**config.mk**
```make
export PLATFORM = sky130hd
export DESIGN_NAME = nearest_word_edit_distance_core
export DESIGN_NICKNAME = d
export VERILOG_FILES = /design/src/rtl/nwed_pkg.sv /design/src/rtl/nearest_word_edit_distance_core.sv /design/src/rtl/nwed_ram.sv /design/src/rtl/nwed_front.sv /design/src/rtl/nwed_back.sv
export SDC_FILE = /design/constraint.sdc
export NUM_CORES = 1
export LEC_CHECK = 0
export BUFFER_PORTS_ARGS = -buffer_cell sky130_fd_sc_hd__clkbuf_2
export CORE_ASPECT_RATIO = 2
export CORE_MARGIN = 3
export CORE_UTILIZATION = 39
export DETAILED_ROUTE_END_ITERATION = 8
export GPL_TIMING_DRIVEN = 0
export MAX_ROUTING_LAYER = met4
export PLACE_DENSITY_LB_ADDON = 0.25
export SYNTH_ARGS = -nofsm -noshare
export SYNTH_HDL_FRONTEND = slang
export SYNTH_HIERARCHICAL = 1
export SYNTH_SLANG_ARGS = --single-unit
export TNS_END_PERCENT = 20
```
**constraint.sdc**
```tcl
create_clock -name clk -period 16.2 [get_ports clk]
set_input_delay 0.81 -clock clk [delete_from_list [all_inputs] [get_ports clk]]
set_output_delay 0.81 -clock clk [all_outputs]
set_load 0.01 [all_outputs]
```
**src/rtl/nwed_pkg.sv**
```systemverilog
// Shared types and constants of the nearest word edit distance core.
package nwed_pkg;

  localparam int MAX_LEN_DEF   = 32;
  localparam int MAX_WORDS_DEF = 256;

  // Queue between front and back; the depth must be a power of two.
  localparam int QUEUE_DEPTH = 2;

  localparam logic [1:0] KIND_CLEAR = 2'd0;
  localparam logic [1:0] KIND_QUERY = 2'd1;
  localparam logic [1:0] KIND_CHAR  = 2'd2;
  localparam logic [1:0] KIND_END   = 2'd3;

  typedef enum logic [1:0] {
    OP_CLEAR,
    OP_QUERY,
    OP_CHAR,
    OP_END
  } op_t;

  typedef struct packed {
    op_t        op;
    logic [7:0] symbol;
  } queue_item_t;

  typedef struct packed {
    logic        valid;
    queue_item_t item;
  } head_t;

  typedef struct packed {
    logic       done;
    logic [7:0] word_number;
    logic [5:0] word_distance;
    logic [7:0] best_number;
    logic [5:0] best_distance;
    logic       length_overflow;
  } result_t;

endpackage

```
**src/rtl/nearest_word_edit_distance_core.sv**
```systemverilog
// Top level of the nearest word edit distance core.
//
// The block finds, for a loaded query word, the dictionary word with the lowest
// optimal string alignment distance. An item is accepted at a rising edge where
// start is high and busy is low; kind says what it is: a new query that clears
// all state, a query character, a dictionary character, or the end of a word.
// Accepted items go into a two-entry queue, so busy rises only when the queue
// is full. The back end takes one item at a time from the queue. A dictionary
// character updates one column of the distance table with one query position
// per cycle through the column memories, in a sweep state and a drain state;
// query characters, clears and word ends are handled as they are popped.
// Each word end gives one result, registered in the back end as it is popped:
// done is high for exactly one cycle with the word's distance and the
// best word so far, earliest word on ties. The receiver cannot stall, so results
// are never held back. Characters beyond MAX_LEN are dropped and flagged in
// length_overflow; after MAX_WORDS words a word end gives no result.
// A synchronous reset has the same effect as a new query and empties the queue.
module nearest_word_edit_distance_core import nwed_pkg::*; #(
  parameter int MAX_LEN   = MAX_LEN_DEF,
  parameter int MAX_WORDS = MAX_WORDS_DEF
) (
  input  logic       clk,
  input  logic       rst,
  input  logic       start,
  output logic       busy,
  input  logic [1:0] kind,
  input  logic [7:0] symbol,
  output logic       done,
  output logic [7:0] word_number,
  output logic [5:0] word_distance,
  output logic [7:0] best_number,
  output logic [5:0] best_distance,
  output logic       length_overflow
);

  // Head of the queue toward the back end, and the back end's pop.
  head_t   head;
  logic    pop;
  result_t result;

  nwed_front u_front (
    .clk    (clk),
    .rst    (rst),
    .start  (start),
    .busy   (busy),
    .kind   (kind),
    .symbol (symbol),
    .head   (head),
    .pop    (pop)
  );

  nwed_back #(
    .MAX_LEN   (MAX_LEN),
    .MAX_WORDS (MAX_WORDS)
  ) u_back (
    .clk    (clk),
    .rst    (rst),
    .head   (head),
    .pop    (pop),
    .result (result)
  );

  // The result register in the back end drives the ports directly.
  assign done            = result.done;
  assign word_number     = result.word_number;
  assign word_distance   = result.word_distance;
  assign best_number     = result.best_number;
  assign best_distance   = result.best_distance;
  assign length_overflow = result.length_overflow;

endmodule

```
**src/rtl/nwed_ram.sv**
```systemverilog
// Generic single-port-write, single-port-read RAM with registered read data.
module nwed_ram #(
  parameter int WIDTH = 8,
  parameter int DEPTH = 32
) (
  input  logic                     clk,
  input  logic                     we,
  input  logic [$clog2(DEPTH)-1:0] waddr,
  input  logic [WIDTH-1:0]         wdata,
  input  logic [$clog2(DEPTH)-1:0] raddr,
  output logic [WIDTH-1:0]         rdata
);

  logic [WIDTH-1:0] mem [DEPTH];

  always_ff @(posedge clk) begin
    if (we) begin
      mem[waddr] <= wdata;
    end
    rdata <= mem[raddr];
  end

endmodule

```
**src/rtl/nwed_front.sv**
```systemverilog
// Front end: accepts items, classifies them and queues them for the back end.
module nwed_front import nwed_pkg::*; (
  input  logic       clk,
  input  logic       rst,
  input  logic       start,
  output logic       busy,
  input  logic [1:0] kind,
  input  logic [7:0] symbol,
  output head_t      head,
  input  logic       pop
);

  localparam int PW = $clog2(QUEUE_DEPTH);
  localparam int CW = $clog2(QUEUE_DEPTH + 1);

  queue_item_t       slots [QUEUE_DEPTH];
  logic [PW-1:0]     wp;
  logic [PW-1:0]     rp;
  logic [CW-1:0]     count;
  logic              push;
  queue_item_t       item_in;

  assign busy = (count == CW'(QUEUE_DEPTH));
  assign push = start && !busy;

  always_comb begin
    item_in.symbol = symbol;
    case (kind)
      KIND_CLEAR: item_in.op = OP_CLEAR;
      KIND_QUERY: item_in.op = OP_QUERY;
      KIND_CHAR:  item_in.op = OP_CHAR;
      KIND_END:   item_in.op = OP_END;
      default:    item_in.op = OP_END;
    endcase
  end

  assign head.valid = (count != '0);
  assign head.item  = slots[rp];

  always_ff @(posedge clk) begin
    if (push) begin
      slots[wp] <= item_in;
    end
  end

  always_ff @(posedge clk) begin
    if (rst) begin
      wp    <= '0;
      rp    <= '0;
      count <= '0;
    end else begin
      if (push) begin
        wp <= wp + PW'(1);
      end
      if (pop) begin
        rp <= rp + PW'(1);
      end
      case ({push, pop})
        2'b10:   count <= count + CW'(1);
        2'b01:   count <= count - CW'(1);
        default: count <= count;
      endcase
    end
  end

`ifndef ASSERT_OFF
  a_count_bound: assert property (@(posedge clk) disable iff (rst)
    count <= CW'(QUEUE_DEPTH))
    else $error("queue count above depth");
  a_count_up: assert property (@(posedge clk) disable iff (rst)
    push && !pop |=> count == $past(count) + CW'(1))
    else $error("queue count did not follow a push");
  a_pop_nonempty: assert property (@(posedge clk) disable iff (rst)
    pop |-> count != '0)
    else $error("back end popped an empty queue");
`endif

endmodule

```
**src/rtl/nwed_back.sv**
```systemverilog
// Back end: runs the distance column sweeps and keeps the per-query results.
module nwed_back import nwed_pkg::*; #(
  parameter int MAX_LEN   = MAX_LEN_DEF,
  parameter int MAX_WORDS = MAX_WORDS_DEF
) (
  input  logic    clk,
  input  logic    rst,
  input  head_t   head,
  output logic    pop,
  output result_t result
);

  localparam int NCOL = MAX_LEN + 1;
  localparam int CAW  = $clog2(MAX_LEN + 1);
  localparam int QAW  = $clog2(MAX_LEN);
  localparam int DW   = $clog2(MAX_LEN + 2);
  localparam int WCW  = $clog2(MAX_WORDS + 1);

  typedef enum logic [2:0] {
    B_IDLE  = 3'b001,
    B_SWEEP = 3'b010,
    B_DRAIN = 3'b100
  } back_state_t;

  back_state_t     state;
  logic [CAW-1:0]  qlen;
  logic            ovf;
  logic [WCW-1:0]  wc;
  logic            best_valid;
  logic [WCW-1:0]  best_word;
  logic [DW-1:0]   best_score;
  logic [DW-1:0]   tail;
  logic [7:0]      ptc;
  logic [CAW-1:0]  tlen;
  logic            wovf;
  logic [NCOL-1:0] vp;
  logic [NCOL-1:0] vp2;

  logic [7:0]      c_reg;
  logic [CAW-1:0]  y_reg;
  logic [CAW-1:0]  rx;
  logic [CAW-1:0]  rx_m1;
  logic            cvalid;
  logic [CAW-1:0]  cx;
  logic [DW-1:0]   prev_x1;
  logic [DW-1:0]   fresh_x1;
  logic [DW-1:0]   p2_x1;
  logic [DW-1:0]   p2_x2;
  logic [7:0]      qc_x1;

  logic [DW-1:0]   prev_rd;
  logic [DW-1:0]   prev2_rd;
  logic [7:0]      q_rd;
  logic [DW-1:0]   pv;
  logic [DW-1:0]   p2v;
  logic [DW-1:0]   cost;
  logic [DW-1:0]   alt_del;
  logic [DW-1:0]   alt_sub;
  logic [DW-1:0]   alt_tr;
  logic [DW-1:0]   fresh;
  logic            trans_ok;

  logic            q_we;
  logic            best_upd;
  logic            words_full;

  assign pop        = (state == B_IDLE) && head.valid;
  assign q_we       = pop && (head.item.op == OP_QUERY) && (qlen != CAW'(MAX_LEN));
  assign rx_m1      = rx - CAW'(1);
  assign words_full = (wc >= WCW'(MAX_WORDS));
  assign best_upd   = !best_valid || (tail < best_score);

  nwed_ram #(.WIDTH(8), .DEPTH(MAX_LEN)) u_query (
    .clk   (clk),
    .we    (q_we),
    .waddr (qlen[QAW-1:0]),
    .wdata (head.item.symbol),
    .raddr (rx_m1[QAW-1:0]),
    .rdata (q_rd)
  );

  nwed_ram #(.WIDTH(DW), .DEPTH(NCOL)) u_prev (
    .clk   (clk),
    .we    (cvalid),
    .waddr (cx),
    .wdata (fresh),
    .raddr (rx),
    .rdata (prev_rd)
  );

  nwed_ram #(.WIDTH(DW), .DEPTH(NCOL)) u_prev2 (
    .clk   (clk),
    .we    (cvalid),
    .waddr (cx),
    .wdata (pv),
    .raddr (rx),
    .rdata (prev2_rd)
  );

  // Columns not yet written in this word read as their row number.
  assign pv  = vp[cx]  ? prev_rd  : DW'(cx);
  assign p2v = vp2[cx] ? prev2_rd : DW'(cx);

  assign trans_ok = (cx > CAW'(1)) && (y_reg > CAW'(1)) && (q_rd == ptc) && (qc_x1 == c_reg);

  always_comb begin
    cost    = fresh_x1 + DW'(1);
    alt_del = pv + DW'(1);
    alt_sub = prev_x1 + DW'(q_rd != c_reg);
    alt_tr  = p2_x2 + DW'(1);
    if (alt_del < cost) begin
      cost = alt_del;
    end
    if (alt_sub < cost) begin
      cost = alt_sub;
    end
    if (trans_ok && (alt_tr < cost)) begin
      cost = alt_tr;
    end
    if (cx == '0) begin
      fresh = DW'(y_reg);
    end else begin
      fresh = cost;
    end
  end

  always_ff @(posedge clk) begin
    if (cvalid) begin
      prev_x1  <= pv;
      fresh_x1 <= fresh;
      p2_x1    <= p2v;
      p2_x2    <= p2_x1;
      qc_x1    <= q_rd;
    end
    if (pop) begin
      c_reg <= head.item.symbol;
      y_reg <= tlen + CAW'(1);
    end
    if (state == B_SWEEP) begin
      cx <= rx;
    end
  end

  always_ff @(posedge clk) begin
    if (rst) begin
      state      <= B_IDLE;
      qlen       <= '0;
      ovf        <= 1'b0;
      wc         <= '0;
      best_valid <= 1'b0;
      best_word  <= '0;
      best_score <= '0;
      tail       <= '0;
      ptc        <= '0;
      tlen       <= '0;
      wovf       <= 1'b0;
      vp         <= '0;
      vp2        <= '0;
      rx         <= '0;
      cvalid     <= 1'b0;
      result     <= '0;
    end else begin
      result.done <= pop && (head.item.op == OP_END) && !words_full;
      if (cvalid) begin
        vp[cx]  <= 1'b1;
        vp2[cx] <= 1'b1;
        if (cx == qlen) begin
          tail <= fresh;
        end
      end
      case (state)
        B_IDLE: begin
          if (head.valid) begin
            case (head.item.op)
              OP_CLEAR: begin
                qlen       <= '0;
                ovf        <= 1'b0;
                wc         <= '0;
                best_valid <= 1'b0;
                best_word  <= '0;
                tail       <= '0;
                ptc        <= '0;
                tlen       <= '0;
                wovf       <= 1'b0;
                vp         <= '0;
                vp2        <= '0;
              end
              OP_QUERY: begin
                if (qlen != CAW'(MAX_LEN)) begin
                  qlen <= qlen + CAW'(1);
                  tail <= DW'(qlen + CAW'(1));
                end else begin
                  ovf  <= 1'b1;
                  tail <= DW'(qlen);
                end
                ptc  <= '0;
                tlen <= '0;
                wovf <= 1'b0;
                vp   <= '0;
                vp2  <= '0;
              end
              OP_CHAR: begin
                if (tlen == CAW'(MAX_LEN)) begin
                  wovf <= 1'b1;
                end else begin
                  rx    <= '0;
                  state <= B_SWEEP;
                end
              end
              OP_END: begin
                if (!words_full) begin
                  result.word_number     <= 8'(wc);
                  result.word_distance   <= 6'(tail);
                  result.length_overflow <= ovf || wovf;
                  if (best_upd) begin
                    best_valid           <= 1'b1;
                    best_score           <= tail;
                    best_word            <= wc;
                    result.best_number   <= 8'(wc);
                    result.best_distance <= 6'(tail);
                  end else begin
                    result.best_number   <= 8'(best_word);
                    result.best_distance <= 6'(best_score);
                  end
                  wc <= wc + WCW'(1);
                end
                tail <= DW'(qlen);
                ptc  <= '0;
                tlen <= '0;
                wovf <= 1'b0;
                vp   <= '0;
                vp2  <= '0;
              end
              default: begin
              end
            endcase
          end
        end
        B_SWEEP: begin
          cvalid <= 1'b1;
          if (rx == qlen) begin
            state <= B_DRAIN;
          end else begin
            rx <= rx + CAW'(1);
          end
        end
        B_DRAIN: begin
          cvalid <= 1'b0;
          ptc    <= c_reg;
          tlen   <= y_reg;
          state  <= B_IDLE;
        end
        default: begin
          state <= B_IDLE;
        end
      endcase
    end
  end

`ifndef ASSERT_OFF
  a_sweep_end: assert property (@(posedge clk) disable iff (rst)
    (state == B_SWEEP) && (rx == qlen) |=> state == B_DRAIN)
    else $error("sweep did not end after the last query position");
  a_col_range: assert property (@(posedge clk) disable iff (rst)
    cvalid |-> cx <= qlen)
    else $error("column update beyond query length");
  a_done_from_idle: assert property (@(posedge clk) disable iff (rst)
    result.done |-> $past(state) == B_IDLE)
    else $error("result strobe while a sweep was running");
`endif

endmodule

```
==> metrics.yaml <==
critical_path:
  required_ns: 16.28
  cp_max_fo: 35
  startpoint_type: "flip-flop"
  worstSetupEndpointType: "flip-flop"
  crit_top_cell: "nand2_1"
  critical_path_buf_inv_count: 5
  critPathSlowestCell: "edfxtp_1"
  critPathMaxStageDelay_ns: 0.91
  worst-setup-path-type: "reg -> reg"
  critPathTopFamily: "simple AND/OR/NAND/NOR gates"
  arrival_ns: 11.65
clock_network:
  postCtsSetupRepairBufs: 0
  cts_tree: "done"
  htreeDepth: 3
  clock_latency_ns: 0.67
  cts_max_path_buffers: 3
  cts_resized: 0
  numCtsBuffers: 78
  clkTransAtPathRegs_ns: 0.07
  hold_buffers: 0
  clock-sinks: 907
  clockRootBuffer: "clkbuf_16"
power_and_ir_drop:
  p_per_area_nw_per_um2: 119
  irDropWorstVdd_mv: 0.124
  power_mw: 5.00
  p_leak_nw: 13.3
final_layout:
  drive_gt1_share_pct: 15.9
  final_cells: 3934
  post-route-util_pct: 44.2
  nets: 2697
  largest_register_ffs: 256
  area_delta_synth_final_pct: 12.0
  final.fill_count: 8539
  largestRegisters: "u_back/u_query/mem x256, u_back/u_prev/mem x198, u_back/u_prev2/mem x198"
  fin_area_um2: 42100
  regMostFlops: "u_back/u_query/mem"
floorplan:
  die-height_um: 445
  coreArea_um2: 95300
  io_pins: 44
  die_area_um2: 100000
  rows: 160
  die_w_um: 226
  start_util_pct: 39.4
routing:
  drtIter0Drc: 1451
  totalWireLength_um: 99100
  ant_nets: 0
  vias: 21700
  drt-pass1-iter-count: 5
  drc: 0
  avgRoutedWirePerCell_um: 25.2
  vias_per_cell: 5.52
synthesis:
  synthTopCellsByArea: "edfxtp_1, dfxtp_1, mux2i_1"
  synth-seq-cells: 907
  syn_avg_cell_area_um2: 14.8
  ys_types: 89
  synthFlopType: "edfxtp_1"
  synthArstFlopShare_pct: 0
  syn-num-nets: 2575
  ys_seq_area_share_pct: 67.6
  netlist_area_um2: 37600
  synth_edf_count: 724
  yosysWarnings: 6
  yosysTopAreaCellShare_pct: 57.8
  synth_area_leader_cell: "edfxtp_1"
  synthTopCellsByCount: "edfxtp_1, nor2_1, mux2i_1, dfxtp_1, nand2_1"
  yosysMostFrequentCell: "edfxtp_1"
  netlist_instances: 2531
timing:
  max_freq_ghz: 0.0865
  setup_ws_ns: 4.64
  drv_slew: 0
  setup_viol: 0
  holdWs_ns: 0.335
  hold_viol_final: 0
  rsz0062_at_grt: "no"
  period_needed_ns: 11.56
  skew_ns: 0.0290
  finalCritPeriodShare_pct: 71.4
  slew-limit-headroom_pct: 12.3
  worstMarginPinSlew_ns: 1.31
  timing.setup.tns_ns: 0
status:
  status: "complete, no violations"
global_route:
  grt_pass1_wl_um: 146000
  gr-usage-met3_pct: 2.46
  use_met2_pct: 40.3
  busiest_layer: "met2"
  antenna_found_initial: 1
  met1_usage_pct: 18.5
  grt_pass1_vias: 22900
  grt_use_total_pct: 20.4
  grt-ovfl-total: 0
  grt_max_degree: 39
place:
  port-buffer-count: 41
  hpwl_um: 72300
  place_area_um2: 39300
  post-place-ws_ns: 4.43
  place_congestion: 0.959
  dp.cells: 3788
hold_path:
  hp-class: "in -> reg"
flow_run:
  drv_cap: 0
==> kinds of logic after synthesis <==
group | after synthesis | share of synthesized area, %
compound gates | 330 | 6.43
mux | 348 | 12.4
buf+inv | 161 | 2.48
simple gates | 680 | 8.29
fa+ha+maj | 32 | 1.06
xor+xnor | 73 | 1.72
flops | 907 | 67.6
==> layout by cell type (no fill, tap or decap), drive strengths merged, types with 35 or more instances in the layout <==
master	count
xor2	41
a22oi	55
o21ai	35
buf	73
nor2	324
nand3	59
inv	38
mux4	90
a21oi	118
clkbuf	196
edfxtp	724
nand2	147
mux2i	229
dfxtp	183
==> worst register-to-register path: cells and delay by family (launching register included) <==
family | cells | cell delay [ns]
xor+xnor | 1 | 0.18
buf+inv | 5 | 1.76
simple gates | 12 | 3.64
fa+ha+maj | 4 | 1.18
mux | 2 | 1.33
compound gates | 9 | 1.90
flops | 1 | 0.91
==> where the power goes <==
group | switching, mW | leakage (nW) | internal, mW
combinational | 0.266 | 3.98 | 0.0886
clock | 0.870 | 1.33 | 1.12
sequential | 0.0432 | 8.01 | 2.61
==> per-layer routing <==
layer | routed length [µm] | share of wire (%) | vias to the layer above
li1 | - | - | 9842
met1 | 31900 | 32 | 11100
met2 | 58300 | 59 | 565
met3 | 3080 | 3.1 | 238
met4 | 5810 | 5.9 | 0
met5 | 0 | 0 | -
==> path summary, 6_finish.rpt <==
path	start	end	slack, ns	cells after the start
setup / recovery	u_back/cx[1]$_DFFE_PP_	u_back/u_prev/mem[17][3]$_DFFE_PP_	4.64	33
hold / removal	symbol[7]	u_front/slots[1][7]$_DFFE_PP_	0.34	1
setup reg to reg	u_back/cx[1]$_DFFE_PP_	u_back/u_prev/mem[17][3]$_DFFE_PP_	4.64	33
hold reg to reg	u_back/p2_x1[1]$_DFFE_PP_	u_back/p2_x2[1]$_DFFE_PP_	0.43	0
==> cell type report <==
| cell class | count | area, µm² | area share, % |
|---|---|---|---|
| Timing Repair Buffer | 42 | 225 | 0.535 |
| Tap cell | 1215 | 1520 | 3.61 |
| Sequential cell | 907 | 25400 | 60.4 |
| Clock buffer | 97 | 2190 | 5.21 |
| Buffer | 130 | 815 | 1.94 |
| Multi-Input combinational cell | 1463 | 11300 | 26.8 |
| Antenna cell | 1 | 2.50 | 0.00595 |
| Clock inverter | 48 | 547 | 1.30 |
| Inverter | 31 | 116 | 0.276 |
Note: power is estimated with default switching activity, not from simulation.
